<file path="config.mk">
export PLATFORM = sky130hd
export DESIGN_NAME = btpc_cfg
export DESIGN_NICKNAME = d
export VERILOG_FILES = /design/src/hw/rtl/btpc_pkg.sv /design/src/hw/rtl/btpc_cfg.sv
export SDC_FILE = /design/constraint.sdc
export NUM_CORES = 1
export LEC_CHECK = 0
export BUFFER_PORTS_ARGS = -buffer_cell sky130_fd_sc_hd__buf_2
export CAP_MARGIN = 10
export CORE_MARGIN = 2
export CORE_UTILIZATION = 49
export CTS_CLUSTER_DIAMETER = 60
export DETAILED_ROUTE_END_ITERATION = 6
export PLACE_DENSITY = 0.78
export SKIP_CTS_REPAIR_TIMING = 1
export SLEW_MARGIN = 20
export SYNTH_ARGS = -nofsm -noshare
export SYNTH_HDL_FRONTEND = slang
export SYNTH_SLANG_ARGS = --single-unit
export TNS_END_PERCENT = 20
</file>
<file path="constraint.sdc">
create_clock -name clk -period 1.9 [get_ports clk]
set_input_delay 0.38 -clock clk [delete_from_list [all_inputs] [get_ports clk]]
set_output_delay 0.38 -clock clk [all_outputs]
set_load 0.1 [all_outputs]
</file>
<file path="src/hw/rtl/btpc_pkg.sv">
// Shared types and constants for the barometric compensation pipeline.
// No dependencies; imported by every module of the block.
`default_nettype none

package btpc_pkg;

  // Field widths
  localparam int CAL_W     = 16;
  localparam int RAW_W     = 24;
  localparam int TEMP_W    = 19;
  localparam int PRES_W    = 32;
  localparam int CFG_IDX_W = 3;

  // Internal datapath widths
  localparam int OFF_W  = 36;
  localparam int SENS_W = 35;
  localparam int SQ_W   = 35;

  // Calibration register indexes
  localparam logic [CFG_IDX_W-1:0] REG_PRESSURE_SENSITIVITY  = CFG_IDX_W'(0);
  localparam logic [CFG_IDX_W-1:0] REG_PRESSURE_OFFSET       = CFG_IDX_W'(1);
  localparam logic [CFG_IDX_W-1:0] REG_SENS_TEMP_COEFF       = CFG_IDX_W'(2);
  localparam logic [CFG_IDX_W-1:0] REG_OFFSET_TEMP_COEFF     = CFG_IDX_W'(3);
  localparam logic [CFG_IDX_W-1:0] REG_REFERENCE_TEMPERATURE = CFG_IDX_W'(4);
  localparam logic [CFG_IDX_W-1:0] REG_TEMP_COEFF            = CFG_IDX_W'(5);

  // Temperature thresholds in hundredths of a degree
  localparam logic signed [TEMP_W-1:0] T_REF = TEMP_W'(2000);
  localparam logic signed [TEMP_W-1:0] T_LOW = -TEMP_W'(1500);

  // Calibration words
  typedef struct packed {
    logic [CAL_W-1:0] c1;
    logic [CAL_W-1:0] c2;
    logic [CAL_W-1:0] c3;
    logic [CAL_W-1:0] c4;
    logic [CAL_W-1:0] c5;
    logic [CAL_W-1:0] c6;
  } btpc_cal_t;

  // Beat handed from the temperature stages to the pressure stages
  typedef struct packed {
    logic        [RAW_W-1:0]  d1;
    logic signed [TEMP_W-1:0] temp;
    logic signed [OFF_W-1:0]  off;
    logic signed [SENS_W-1:0] sens;
    logic        [SQ_W-1:0]   sq_ref;
    logic        [SQ_W-1:0]   sq_low;
    logic                     lt_ref;
    logic                     lt_low;
  } btpc_mid_t;

endpackage

`default_nettype wire

</file>
<file path="src/hw/rtl/btpc_cfg.sv">
// Calibration register file: six 16-bit words written through a plain port.
// Depends on btpc_pkg for the register indexes and the calibration struct.
`default_nettype none

module btpc_cfg import btpc_pkg::*; (
  input  wire logic                 clk,
  input  wire logic                 rst_n,
  input  wire logic                 cfg_we,
  input  wire logic [CFG_IDX_W-1:0] cfg_index,
  input  wire logic [CAL_W-1:0]     cfg_wdata,
  output btpc_cal_t                 cal
);

  btpc_cal_t cal_r;
  btpc_cal_t cal_nxt;

  // Decode the write; drop indexes past the last word
  always_comb begin
    cal_nxt = cal_r;
    if (cfg_we) begin
      case (cfg_index)
        REG_PRESSURE_SENSITIVITY:  cal_nxt.c1 = cfg_wdata;
        REG_PRESSURE_OFFSET:       cal_nxt.c2 = cfg_wdata;
        REG_SENS_TEMP_COEFF:       cal_nxt.c3 = cfg_wdata;
        REG_OFFSET_TEMP_COEFF:     cal_nxt.c4 = cfg_wdata;
        REG_REFERENCE_TEMPERATURE: cal_nxt.c5 = cfg_wdata;
        REG_TEMP_COEFF:            cal_nxt.c6 = cfg_wdata;
        default:                   cal_nxt = cal_r;
      endcase
    end
  end

  always_ff @(posedge clk) begin
    if (!rst_n) begin
      cal_r <= '0;
    end else begin
      cal_r <= cal_nxt;
    end
  end

  assign cal = cal_r;

endmodule

`default_nettype wire

</file>
* Word-level counts from Yosys, hierarchy flattened
Cells that the tools add are included.
Word-level totals: bits in registers 96, latch bits 0, RAM bits 0, memory bits (read-only) 0, output and inout bits 96, word-level logic and storage cells 18, memories 0
Cells by class: $add $sub $neg 0, multiply operators 0, divide/modulo/power cells 0, $lt $le $gt $ge 0, equal/unequal tests 5, shift-type cells 0, multiplexer cells 0, bitwise operators 0, reduce and logical (&&, ||, !) cells 7
Operator list (number):
- $reduce_and 2->1 | 6
- $eq 3x2->1 const B | 2
- $eq 3x3->1 const B | 2
- $eq 3x1->1 const B | 1
- $logic_not 3->1 | 1

* Longest topological paths before layout
depth after elaboration 2, gate-level depth with buffers 4, mapped depth without buffers 2

* Worst setup path after synthesis
Ideal clock, no wire load.
path kind input port to flip-flop, from input port cfg_index[1], to register cal_r (netlist bit cal[80]), library setup time 0.123 ns, arrival time 1.307 ns, setup slack 0.470 ns, cell stages on the path 4, path buffers 2, path through or4b_1 -> buf_6 -> buf_12 -> mux2i_1
On the way: longest elaborated chain between the ends 2
Ends and longest elaborated chain:
- start: declaration | line btpc_cfg.sv:9 | input wire logic [CFG_IDX_W-1:0] cfg_index,
- $logic_not 3->1 | line btpc_cfg.sv:21 | case (cfg_index)
- $reduce_and 2->1 (no source line)
- end signal: assignment | line btpc_cfg.sv:37 | cal_r <= cal_nxt;
- end: declaration | line btpc_cfg.sv:14 | btpc_cal_t cal_r;
No other way between the ends. A chain may end at the register's enable or synchronous reset.

* Final worst setup path
from register cal_r (netlist bit cal[94]), to output port cal[94] in the netlist's numbering
RTL lines:
- end: declaration | line btpc_cfg.sv:11 | output btpc_cal_t cal
No word-level cell between the ends.

==> results.sh <==
export IMPL_cp_buffers_inverters=1
export IMPL_gp_congestion=0.7417
export IMPL_power_frac_seq_pct=52.5
export IMPL_yosysMostFrequentCell="nand2_1"
export IMPL_ys_seq_area_share_pct=54.99
export IMPL_syn_inst=334
export IMPL_synth_seq_cells=96
export IMPL_setup_ws_ns=0.3715
export IMPL_syn_avg_cell_area_sq_um=10.46
export IMPL_drt_pass1_iterations=4
export IMPL_pre_cts_ws_ns=0.3456
export IMPL_layout_min_cycle_time_ns=1.529
export IMPL_synth_common_cells="nand2_1 (112), dfxtp_1 (96), mux2i_1 (96)"
export IMPL_seqCellArea_sq_mm=0.001922
export IMPL_synth_top_area_share_pct=54.99
export IMPL_finalCritPeriodShare_pct=80.45
export IMPL_fin_skew_ns=0
export IMPL_synth_async_reset_ratio_pct=0
export IMPL_crit_required_ns=1.52
export IMPL_die_x_um=88.45
export IMPL_synth_area_sq_mm=0.003495
export IMPL_critPathTopFamily="buffers and inverters"
export IMPL_maxCapViolCount=0
export IMPL_startpoint_type="flip-flop"
export IMPL_gr_usage_all_layers_pct=20.60
export IMPL_final_net_count=475
export IMPL_setup_violations=0
export IMPL_rows=30
export IMPL_slew_violations=0
export IMPL_intPower_mw=2.785
export IMPL_cts_root_buffer="clkbuf_8"
export IMPL_grt_pass1_wl_mm=12.36
export IMPL_area_growth_pct=26.46
export IMPL_rsz0062_at_grt="no"
export IMPL_fmax_mhz=654.2
export IMPL_initial_core_util_pct=51.15
export IMPL_n_fill_cell=598
export IMPL_htreeDepth=3
export IMPL_cts_sinks=96
export IMPL_antennaDiodeCount=0
export IMPL_yosysTopAreaCell="dfxtp_1"
export IMPL_switching_share_pct=29.61
export IMPL_cp_end_kind="primary output"
export IMPL_pwr_share_comb_pct=14.7
export IMPL_synth_area_leaders="dfxtp_1 (55%), mux2i_1 (27%), nand2_1 (12%)"
export IMPL_die_area_sq_mm=0.007823
export IMPL_core_region_area_sq_mm=0.006832
export IMPL_dp_hpwl_mm=5.755
export IMPL_hp_class="in2reg"
export IMPL_synth_edff_count=0
export IMPL_relSlewSlack_pct=66.40
export IMPL_synthFlopType="dfxtp_1"
export IMPL_worstSetupPathType="reg2out"
export IMPL_syn_nets=356
export IMPL_ant_nets=0
export IMPL_dp_cells=538
export IMPL_hold_viol_final=0
export IMPL_cpMaxStageDelayCell="buf_2"
export IMPL_largest_reg_flops=96
export IMPL_crit_fanout=2
export IMPL_clkPwrFrac_pct=32.8
export IMPL_setup_tns_final_ns=0
export IMPL_ios=118
export IMPL_yosysWarnings=0
export IMPL_ir_worst_vdd_mv=0.3953
export IMPL_wl_mm=7.915
export IMPL_cts_tree="yes"
export IMPL_crit_chain="buf_2"
export IMPL_worst_pin_slew_ns=0.5075
export IMPL_cts_made_buffers=9
export IMPL_grt_pass1_vias=2527
export IMPL_stdcell_count=554
export IMPL_powerDensity_mw_per_mm2=895.3
export IMPL_grt_ovfl_total=0
export IMPL_slowest_delay_ns=0.44
export IMPL_multi_input_area_sq_mm=0.001444
export IMPL_wl_per_cell_um=14.29
export IMPL_vias=2702
export IMPL_drive_gt1_share_pct=32.31
export IMPL_synth_cell_type_count=13
export IMPL_outcome="finished, final reports clean"
export IMPL_die_h_um=88.45
export IMPL_cts_clk_slew_worst_paths_ns=0.10
export IMPL_clock_path_buffers=2
export IMPL_grt_max_degree=32
export IMPL_switchingPower_mw=1.172
export IMPL_drc=0
export IMPL_p_leak_nw=2.478
export IMPL_drtIter0Drc=76
export IMPL_via_per_inst=4.877
export IMPL_clk_insertion_delay_late_ns=0.34
export IMPL_arrival_ns=1.15
export IMPL_port_buffer_count=117
export IMPL_antenna_found_initial=0
==> metal layers <==
metal | wire [um] | global-route usage, % | up-vias
met5 | 0 | 0 | -
met4 | 63 | 6.336 | 0
met3 | 467 | 5.037 | 6
met2 | 3834 | 34.04 | 87
met1 | 3550 | 26.81 | 1267
li1 | - | - | 1342
==> power groups by stage <==
stage          combinational, mW  sequential (mW)  clock, mW
2_1_floorplan              0.137             2.44          0
3_3_place_gp               0.575             2.12          0
5_1_grt                    0.606             2.08       1.40
3_5_place_dp               0.582             2.12          0
4_1_cts                    0.583             2.08       1.32
6_report                   0.580             2.08       1.30
==> cell families after synthesis <==
kind of cell,synth area share (%)
muxes,27.50
buffers and inverters,3.688
and+or+nand+nor,13.82
DFF,54.99
==> path summary, 6_finish.rpt <==
kind	from	end	slack, ns	depth (start not counted)
setup reg to reg	cal[94]$_SDFFE_PN0P_	cal[94]$_SDFFE_PN0P_	1.27	2
setup / recovery	cal[94]$_SDFFE_PN0P_	cal[94]	0.37	1
hold reg to reg	cal[35]$_SDFFE_PN0P_	cal[35]$_SDFFE_PN0P_	0.46	2
hold / removal	cfg_wdata[11]	cal[59]$_SDFFE_PN0P_	0.41	3
==> layout by cell type (no fill, tap or decap), types with 2 or more instances in the layout <==
cell	n
buf_2	116
nand2_1	112
mux2i_1	96
dfxtp_1	96
buf_4	13
clkbuf_8	9
buf_12	3
nand4bb_1	2
nand4b_1	2
clkinvlp_4	2
==> cell type report <==
class                           count  share of cell area (%)
Sequential cell                    96                   43.49
Multi-Input combinational cell    214                   32.67
Timing Repair Buffer              132                   16.70
Clock buffer                       10                   2.888
Tap cell                           96                   2.718
Clock inverter                      6                   1.529
==> stage by stage <==
step                      util (%)  hold slack [ns]  instance area (sq um)  total power, mW
after CTS                    64.69           0.4063                   4419            3.982
after global routing         64.69           0.4212                   4419            4.085
final                        64.69           0.4107                   4419            3.956
after floorplan                  -           0.6225                   3495            2.580
after global placement       61.83           0.4394                   4224            2.698
after detailed placement     61.83           0.4425                   4224            2.705
Note: power is estimated with default switching activity, not from simulation.
