[src/hw/rtl/btpc_pkg.sv]
// Shared types and constants for the barometric compensation pipeline.
// No dependencies; imported by every module of the block.
`default_nettype none

package btpc_pkg;

  // Field widths
  localparam int CAL_W     = 16;
  localparam int RAW_W     = 24;
  localparam int TEMP_W    = 19;
  localparam int PRES_W    = 32;
  localparam int CFG_IDX_W = 3;

  // Internal datapath widths
  localparam int OFF_W  = 36;
  localparam int SENS_W = 35;
  localparam int SQ_W   = 35;

  // Calibration register indexes
  localparam logic [CFG_IDX_W-1:0] REG_PRESSURE_SENSITIVITY  = CFG_IDX_W'(0);
  localparam logic [CFG_IDX_W-1:0] REG_PRESSURE_OFFSET       = CFG_IDX_W'(1);
  localparam logic [CFG_IDX_W-1:0] REG_SENS_TEMP_COEFF       = CFG_IDX_W'(2);
  localparam logic [CFG_IDX_W-1:0] REG_OFFSET_TEMP_COEFF     = CFG_IDX_W'(3);
  localparam logic [CFG_IDX_W-1:0] REG_REFERENCE_TEMPERATURE = CFG_IDX_W'(4);
  localparam logic [CFG_IDX_W-1:0] REG_TEMP_COEFF            = CFG_IDX_W'(5);

  // Temperature thresholds in hundredths of a degree
  localparam logic signed [TEMP_W-1:0] T_REF = TEMP_W'(2000);
  localparam logic signed [TEMP_W-1:0] T_LOW = -TEMP_W'(1500);

  // Calibration words
  typedef struct packed {
    logic [CAL_W-1:0] c1;
    logic [CAL_W-1:0] c2;
    logic [CAL_W-1:0] c3;
    logic [CAL_W-1:0] c4;
    logic [CAL_W-1:0] c5;
    logic [CAL_W-1:0] c6;
  } btpc_cal_t;

  // Beat handed from the temperature stages to the pressure stages
  typedef struct packed {
    logic        [RAW_W-1:0]  d1;
    logic signed [TEMP_W-1:0] temp;
    logic signed [OFF_W-1:0]  off;
    logic signed [SENS_W-1:0] sens;
    logic        [SQ_W-1:0]   sq_ref;
    logic        [SQ_W-1:0]   sq_low;
    logic                     lt_ref;
    logic                     lt_low;
  } btpc_mid_t;

endpackage

`default_nettype wire

[src/hw/rtl/btpc_press.sv]
// Pressure stages: second-order OFF2/SENS2, split D1*SENS product, the two
// truncating shifts and 32-bit sign extension. Six register stages; uses btpc_pkg.
`default_nettype none

module btpc_press import btpc_pkg::*; (
  input  wire logic                 clk,
  input  wire logic                 rst_n,
  input  wire logic                 up_valid,
  output logic                      up_ready,
  input  wire btpc_mid_t            mid,
  output logic                      dn_valid,
  input  wire logic                 dn_ready,
  output logic signed [TEMP_W-1:0]  temperature,
  output logic signed [PRES_W-1:0]  pressure
);

  localparam int STAGES = 6;

  logic [STAGES-1:0] valid_r;
  logic [STAGES-1:0] rdy;
  logic [STAGES-1:0] ld;

  // Stage control: a stage takes a beat when it is empty or drains this cycle
  always_comb begin
    rdy[STAGES-1] = !valid_r[STAGES-1] || dn_ready;
    for (int k = STAGES - 2; k >= 0; k--) begin
      rdy[k] = !valid_r[k] || rdy[k+1];
    end
    ld[0] = rdy[0] && up_valid;
    for (int k = 1; k < STAGES; k++) begin
      ld[k] = rdy[k] && valid_r[k-1];
    end
  end

  always_ff @(posedge clk) begin
    if (!rst_n) begin
      valid_r <= '0;
    end else begin
      if (rdy[0]) valid_r[0] <= up_valid;
      for (int k = 1; k < STAGES; k++) begin
        if (rdy[k]) valid_r[k] <= valid_r[k-1];
      end
    end
  end

  // Stage 5: OFF2 and SENS2 from the squared terms
  logic [37:0] sq_a5;
  logic [37:0] sq_b7;
  logic [38:0] sq_b11;
  logic [39:0] off2_nxt;
  logic [39:0] sens2_nxt;

  assign sq_a5  = 38'({mid.sq_ref, 2'b0}) + 38'(mid.sq_ref);
  assign sq_b7  = 38'({mid.sq_low, 3'b0}) - 38'(mid.sq_low);
  assign sq_b11 = 39'({mid.sq_low, 3'b0}) + 39'({mid.sq_low, 1'b0}) + 39'(mid.sq_low);

  always_comb begin
    off2_nxt  = '0;
    sens2_nxt = '0;
    if (mid.lt_ref) begin
      off2_nxt  = 40'(sq_a5[37:1]);
      sens2_nxt = 40'(sq_a5[37:2]);
    end
    if (mid.lt_low) begin
      off2_nxt  = off2_nxt + 40'(sq_b7);
      sens2_nxt = sens2_nxt + 40'(sq_b11[38:1]);
    end
  end

  logic        [RAW_W-1:0]  s5_d1_r;
  logic signed [TEMP_W-1:0] s5_temp_r;
  logic signed [OFF_W-1:0]  s5_off_r;
  logic signed [SENS_W-1:0] s5_sens_r;
  logic        [39:0]       s5_off2_r;
  logic        [39:0]       s5_sens2_r;

  always_ff @(posedge clk) begin
    if (ld[0]) begin
      s5_d1_r    <= mid.d1;
      s5_temp_r  <= mid.temp;
      s5_off_r   <= mid.off;
      s5_sens_r  <= mid.sens;
      s5_off2_r  <= off2_nxt;
      s5_sens2_r <= sens2_nxt;
    end
  end

  // Stage 6: corrected OFF and SENS
  logic        [RAW_W-1:0]  s6_d1_r;
  logic signed [TEMP_W-1:0] s6_temp_r;
  logic signed [40:0]       s6_off_r;
  logic signed [40:0]       s6_sens_r;
  logic signed [40:0]       s6_off_nxt;
  logic signed [40:0]       s6_sens_nxt;

  assign s6_off_nxt  = s5_off_r - $signed({1'b0, s5_off2_r});
  assign s6_sens_nxt = s5_sens_r - $signed({1'b0, s5_sens2_r});

  always_ff @(posedge clk) begin
    if (ld[1]) begin
      s6_d1_r   <= s5_d1_r;
      s6_temp_r <= s5_temp_r;
      s6_off_r  <= s6_off_nxt;
      s6_sens_r <= s6_sens_nxt;
    end
  end

  // Stage 7: D1 * SENS as two partial products on the low and high halves
  logic        [TEMP_W-1:0] unused_guard;
  logic        [44:0]       s7_pp_lo_r;
  logic signed [44:0]       s7_pp_hi_r;
  logic        [44:0]       s7_pp_lo_nxt;
  logic signed [44:0]       s7_pp_hi_nxt;
  logic signed [40:0]       s7_off_r;
  logic signed [TEMP_W-1:0] s7_temp_r;

  assign unused_guard = '0;
  assign s7_pp_lo_nxt = 45'(s6_d1_r) * 45'(s6_sens_r[20:0]);
  assign s7_pp_hi_nxt = $signed({1'b0, s6_d1_r}) * $signed(s6_sens_r[40:21]);

  always_ff @(posedge clk) begin
    if (ld[2]) begin
      s7_pp_lo_r <= s7_pp_lo_nxt;
      s7_pp_hi_r <= s7_pp_hi_nxt;
      s7_off_r   <= s6_off_r;
      s7_temp_r  <= s6_temp_r ^ unused_guard;
    end
  end

  // Stage 8: merge the partial products
  logic signed [65:0]       prod_full;
  logic signed [63:0]       s8_prod_r;
  logic signed [40:0]       s8_off_r;
  logic signed [TEMP_W-1:0] s8_temp_r;

  assign prod_full = $signed({s7_pp_hi_r, 21'b0}) + $signed({1'b0, s7_pp_lo_r});

  always_ff @(posedge clk) begin
    if (ld[3]) begin
      s8_prod_r <= prod_full[63:0];
      s8_off_r  <= s7_off_r;
      s8_temp_r <= s7_temp_r;
    end
  end

  // Stage 9: product / 2^21 toward zero, minus OFF
  logic                     prod_corr;
  logic signed [43:0]       s9_diff_r;
  logic signed [43:0]       s9_diff_nxt;
  logic signed [TEMP_W-1:0] s9_temp_r;

  assign prod_corr   = s8_prod_r[63] && (|s8_prod_r[20:0]);
  assign s9_diff_nxt = $signed(s8_prod_r[63:21]) + $signed({1'b0, prod_corr}) - s8_off_r;

  always_ff @(posedge clk) begin
    if (ld[4]) begin
      s9_diff_r <= s9_diff_nxt;
      s9_temp_r <= s8_temp_r;
    end
  end

  // Stage 10: / 2^15 toward zero, sign-extend to 32 bits
  logic                     diff_corr;
  logic signed [PRES_W-1:0] s10_pres_r;
  logic signed [PRES_W-1:0] s10_pres_nxt;
  logic signed [TEMP_W-1:0] s10_temp_r;

  assign diff_corr    = s9_diff_r[43] && (|s9_diff_r[14:0]);
  assign s10_pres_nxt = $signed(s9_diff_r[43:15]) + $signed({1'b0, diff_corr});

  always_ff @(posedge clk) begin
    if (ld[5]) begin
      s10_pres_r <= s10_pres_nxt;
      s10_temp_r <= s9_temp_r;
    end
  end

  assign up_ready    = rdy[0];
  assign dn_valid    = valid_r[STAGES-1];
  assign temperature = s10_temp_r;
  assign pressure    = s10_pres_r;

`ifndef ASSERT_OFF
  // OFF2 is never smaller than SENS2 in either temperature band
  a_corr_order: assert property (@(posedge clk) disable iff (!rst_n)
    valid_r[0] |-> s5_off2_r >= s5_sens2_r)
    else $error("OFF2 below SENS2");

  // A beat held in the shift stage keeps its value
  a_shift_hold: assert property (@(posedge clk) disable iff (!rst_n)
    valid_r[4] && !rdy[4] |=> $stable(s9_diff_r) && valid_r[4])
    else $error("held beat in shift stage changed");
`endif

endmodule

`default_nettype wire

[config.mk]
export PLATFORM = sky130hd
export DESIGN_NAME = btpc_press
export DESIGN_NICKNAME = d
export VERILOG_FILES = /design/src/hw/rtl/btpc_pkg.sv /design/src/hw/rtl/btpc_press.sv
export SDC_FILE = /design/constraint.sdc
export NUM_CORES = 2
export LEC_CHECK = 0
export BUFFER_PORTS_ARGS = -buffer_cell sky130_fd_sc_hd__buf_2
export CAP_MARGIN = 15
export CORE_ASPECT_RATIO = 0.5
export CORE_UTILIZATION = 42
export CTS_CLUSTER_SIZE = 25
export DETAILED_ROUTE_END_ITERATION = 8
export SYNTH_ARGS = -nofsm -noshare
export SYNTH_HDL_FRONTEND = slang
export SYNTH_SLANG_ARGS = --single-unit
[constraint.sdc]
create_clock -name clk -period 14.87 [get_ports clk]
set_clock_uncertainty 0.2 [all_clocks]
set_input_delay 0.7435 -clock clk [delete_from_list [all_inputs] [get_ports clk]]
set_output_delay 0.7435 -clock clk [all_outputs]
set_load 0.02 [all_outputs]
; Word-level counts from Yosys, hierarchy flattened
; Index checks and enable logic that the tools add are counted.
; W data, S select, Z words.
[totals]
reg_bits = 711
out_inout_bits = 53
word_cells = 67
input_bits = 190
[op_classes]
reduce_logical = 22
mux = 4
add_sub_neg = 12
n_mul = 2
[ops]
columns = op, n
row1 = $add A40 B38 Y40, 2
row2 = $mux W40, 2
row3 = $add A64 B46 Y64, 1
row4 = $mul A24 B21 Y45, 1
row5 = $add A43 B2 Y44, 1
row6 = $sub A44 B41 Y44, 1
row7 = $mul A25 B20 Y43, 1
row8 = $sub A35 B41 Y41, 1
row9 = $sub A36 B41 Y41, 1
row10 = $add A38 B36 Y39, 1
row11 = $add A39 B35 Y39, 1
row12 = $add A37 B35 Y38, 1
row13 = $sub A38 B35 Y38, 1
row14 = $mux W37, 1
row15 = $mux W36, 1
row16 = $add A29 B2 Y30, 1
row17 = $reduce_or A21 Y1, 1
row18 = $reduce_or A15 Y1, 1
row19 = $logic_and A1 B1 Y1, 8
row20 = $logic_not A1 Y1, 6
row21 = $logic_or A1 B1 Y1, 6

; Longest topological paths before layout
[logic_depth]
depth_word = 8
ltp_mapped = 28
mapped_depth_nobuf = 28

; Worst setup path after synthesis
; No wires, ideal clock.
[synth_timing]
kind = input to register
from = input dn_ready
to = register s5_d1_r[0] (enable)
path_buffers = 1
path_slack_ns = 2.963
path_stages = 5
arrival_ns = 10.848
required_ns = 13.811
cell_sequence = nor2b_1 and2_1 and3_1 clkbuf_1 a31oi_1
[synth_via]
elab_chain_len = 7
[synth_rtl]
columns = item, line_no
row1 = start: declaration, btpc_press.sv:12  ; input wire logic dn_ready,
row2 = $logic_or A1 B1 Y1, btpc_press.sv:25  ; rdy[STAGES-1] = !valid_r[STAGES-1] || dn_ready;
row3 = $logic_or A1 B1 Y1 (5 in series), btpc_press.sv:27  ; rdy[k] = !valid_r[k] || rdy[k+1];
row4 = $logic_and A1 B1 Y1, btpc_press.sv:29  ; ld[0] = rdy[0] && up_valid;
row5 = net ld[0], btpc_press.sv:21  ; logic [STAGES-1:0] ld;
row6 = end signal: assignment, btpc_press.sv:79  ; s5_d1_r <= mid.d1;
row7 = end: declaration, btpc_press.sv:70  ; logic [RAW_W-1:0] s5_d1_r;
; The timed path passes the listed nets, and every way through them passes these cells.
; A chain may end at the register's enable or synchronous reset.

; Worst setup path in the final report
[layout_timing]
from = register s6_sens_r[3]
to = register s7_pp_lo_r[44] (data pin)
[layout_via]
elab_chain_len = 1
[layout_rtl]
columns = item, line_no
row1 = start: declaration, btpc_press.sv:92  ; logic signed [40:0] s6_sens_r;
row2 = start signal: assignment, btpc_press.sv:104  ; s6_sens_r <= s6_sens_nxt;
row3 = $mul A24 B21 Y45, btpc_press.sv:118  ; assign s7_pp_lo_nxt = 45'(s6_d1_r) * 45'(s6_sens_r[20:0]);
row4 = net s7_pp_lo_nxt[44], btpc_press.sv:112  ; logic [44:0] s7_pp_lo_nxt;
row5 = end signal: assignment, btpc_press.sv:123  ; s7_pp_lo_r <= s7_pp_lo_nxt;
row6 = end: declaration, btpc_press.sv:110  ; logic [44:0] s7_pp_lo_r;
; The timed path passes the listed nets, and every way through them passes these cells.

==> results_dict.tcl <==
set metrics [dict create \
    min_path_cells 1 \
    max_slew_margin_pct 22.20 \
    yosys_warnings 0 \
    io_pins 243 \
    drt-pass1-iter-count 9 \
    ys_types 87 \
    cts_tree "done" \
    final_nets 8998 \
    h-tree-depth 3 \
    reg2reg_depth 26 \
    whs_ns 0.05800 \
    path_max_fanout 24 \
    cp-start-kind "flop" \
    ctsLongestPathBuffers 3 \
    hold_end "s5_sens_r[34]" \
    grt_antenna_before_repair 9 \
    async_reset_ff_share_pct 0 \
    cts-root-buf "clkbuf_16" \
    drv_slew 0 \
    ant_nets 0 \
    grt_setup_unrepaired "false" \
    synth_nets 8741 \
    maxCapViolCount 0 \
    r2r_start "s6_sens_r[3]" \
    min_path_type "input pin to flop" \
    cts_buffers 75 \
    grt_max_degree 75 \
    ys_seq_area_share_pct 29.26 \
    die-area_um2 174000 \
    cts.sinks 707 \
    num_rows 107 \
    clkLatencyLatePin_ns 0.70 \
    overflow 0 \
    drive_gt1_share_pct 6.497 \
    port-buffer-count 242 \
    post_drt_wl_per_cell_um 18.51 \
    vias_per_cell 5.172 \
    crit_arrival_ns 8.79 \
    grt_pass1_wl_mm 281.3 \
    clkTransAtPathRegs_ns 0.07 \
    tightest_slew_ns 1.167 \
    pre_cts_slack_ns 6.346 \
    hp-start "mid[106]" \
    r2r_slack_ns 6.31 \
    syn_area_per_cell_um2 10.32 \
    synth_cells 7011 \
    setup-tns-final_ns 0 \
    initialDrtViolationCount 2992 \
    initial_core_util_pct 42.39 \
    dieWidth_um 589.0 \
    required_ns 15.09 \
    die_height_um 295.5 \
    dp_hpwl_mm 140.3 \
    via_count 49740 \
    syn-cell-area_um2 72350 \
    timing.rr.end "s7_pp_lo_r[44]" \
    core_area_um2 170700 \
    remaining_drc_errors 0 \
    critPathKind "flop to flop" \
    ys_ff_latch 707 \
    holdBufCountCts 90 \
    worstSetupStartpoint "s6_sens_r[3]" \
    synth_ff_type "edfxtp_1" \
    cp-end-kind "flop" \
    fin_crit_ns 8.565 \
    post-route-period-util_pct 57.60 \
    setup_viol_count_final 0 \
    fmax_mhz 116.8 \
    hold_viol_final 0 \
    syn_to_final_growth_pct 9.958 \
    synth_edf_count 701 \
    status "finished, final reports clean" \
    grt_use_total_pct 20.72 \
    grt_pass1_vias 50880 \
    gp_congestion 0.8818 \
    post_cts_buffers 0 \
    layout_setup_ws_ns 6.305 \
    routed_wirelength_mm 178.0 \
    fillerInstances 16090 \
    cts-resized-gates 0 \
]
[worst max path at each step]
| stage | endpoint | cells after the start |
|---|---|---|
| 2_1_floorplan | s5_d1_r[0] | 5 |
| 3_3_place_gp | s7_pp_lo_r[44] | 26 |
| 3_5_place_dp | s7_pp_lo_r[44] | 26 |
| 4_1_cts | s7_pp_lo_r[44] | 26 |
| 5_1_grt | s7_pp_lo_r[44] | 26 |
| 6_report | s7_pp_lo_r[44] | 26 |
[cells in the mapped netlist, drive strengths merged (12+ instances only)]
cell type  count  share of area [%]
a2111oi       15               0.24
ha           692                 12
nor4          14               0.12
a22o          15               0.18
nor2b         62               0.54
and2         558                4.8
or2           16               0.14
xor2         120                1.5
o211ai        20               0.21
a21o         228                2.4
clkbuf       204                1.1
a31o          12               0.15
nand4         36               0.31
o21bai        55               0.58
xnor2        292                3.5
a211oi        42               0.44
edfxtp       701                 29
o31ai         16               0.17
inv         1131                5.9
nand2b        54               0.47
a31oi         31               0.29
nand3         79               0.55
and4          14               0.17
nor3          42               0.29
nor2         235                1.2
a21oi        341                2.4
a21boi        15               0.16
nand2        673                3.5
fa           848                 23
o21a          66               0.68
o21ai        192                1.3
and3          47               0.41
[flip-flops by register name (all words and copies together) (netlist names), 36 cells and up]
name	cells
s7_off_r	41
s7_pp_lo_r	45
s8_prod_r	64
s7_pp_hi_r	43
s5_off_r	36
s5_sens2_r	39
s5_off2_r	39
s8_off_r	41
s9_diff_r	44
s6_off_r	41
s6_sens_r	41
[stage by stage]
stage / cell area (um2) / std cells / utilization, %
2_1_floorplan: 72350 / 7011 / -
3_3_place_gp: 76140 / 9390 / 44.60
3_5_place_dp: 76140 / 9390 / 44.60
4_1_cts: 79550 / 9615 / 46.60
5_1_grt: 79550 / 9616 / 46.60
6_report: 79550 / 9618 / 46.61
[worst max-delay path: stages (launching register included)]
cell	delay, ns
edfxtp_1	0.97
and2_1	0.26
fa_1	0.42
fa_1	0.52
inv_1	0.05
fa_1	0.47
inv_1	0.05
fa_1	0.49
inv_1	0.05
fa_1	0.53
inv_1	0.05
fa_1	0.48
inv_1	0.05
fa_1	0.47
inv_1	0.04
ha_1	0.37
a21o_1	0.19
a21o_1	0.19
a221oi_2	0.41
a2111oi_1	0.23
o21ai_2	0.30
a21oi_1	0.18
and4_1	0.25
or3_1	0.39
or3b_1	0.38
a31oi_1	0.22
xnor2_1	0.09
[cell type report]
class / instances / area (um2) / area share [%]
clock inverter: 53 / 604.3 / 0.7596
sequential: 707 / 21170 / 26.61
antenna: 3 / 7.507 / 0.009437
multi-input combinational: 4959 / 46180 / 58.05
tap: 2289 / 2864 / 3.600
clock buffer: 82 / 1903 / 2.392
inverter: 1131 / 4245 / 5.336
timing repair buffer: 394 / 2580 / 3.243
[metal layers]
layer  track usage [%]  wire [um]  vias to the layer above
met5                 0         13                        -
met4             6.177       5035                        2
met3             2.194       7278                      214
met2             35.15      85350                      939
met1             28.12      80320                    24950
li1                  -          -                    23640
[logic make-up after synthesis]
| logic type | after synthesis | share of synthesized area (%) |
|---|---|---|
| AND/OR/NAND/NOR | 1864 | 12.89 |
| flip-flops | 707 | 29.26 |
| adder cells (fa/ha/maj) | 1540 | 35.43 |
| XOR/XNOR | 412 | 4.988 |
| AO/OA/AOI/OAI | 1139 | 10.38 |
| buffers and inverters | 1345 | 6.994 |
| multiplexers | 4 | 0.06225 |
[layout by cell type, fill, tap and decap left out, types with 10 or more instances in the layout]
cell type	n
a211oi_1	42
clkinv_1	11
a22o_1	15
a21o_1	227
a21oi_1	338
and4_1	14
o31ai_1	15
and2_1	556
nor4_1	14
nand3_1	79
o21ai_0	154
nor3_1	42
o21a_1	66
fa_1	848
inv_1	1131
or2_2	12
o21bai_1	54
clkbuf_16	75
and3_1	47
xor2_1	120
buf_2	241
a31oi_1	29
ha_1	692
a211o_1	10
nand2b_1	54
nor2b_1	59
clkinv_2	10
o21ai_1	36
xnor2_1	292
nor2_1	235
nand4_1	36
nand2_1	673
a221o_1	10
edfxtp_1	701
o211ai_1	20
buf_4	63
dlygate4sd3_1	90
Power is left out: the tool's default activity adds up to more than one toggle a clock period on the data nets, which glitch-free logic cannot reach.
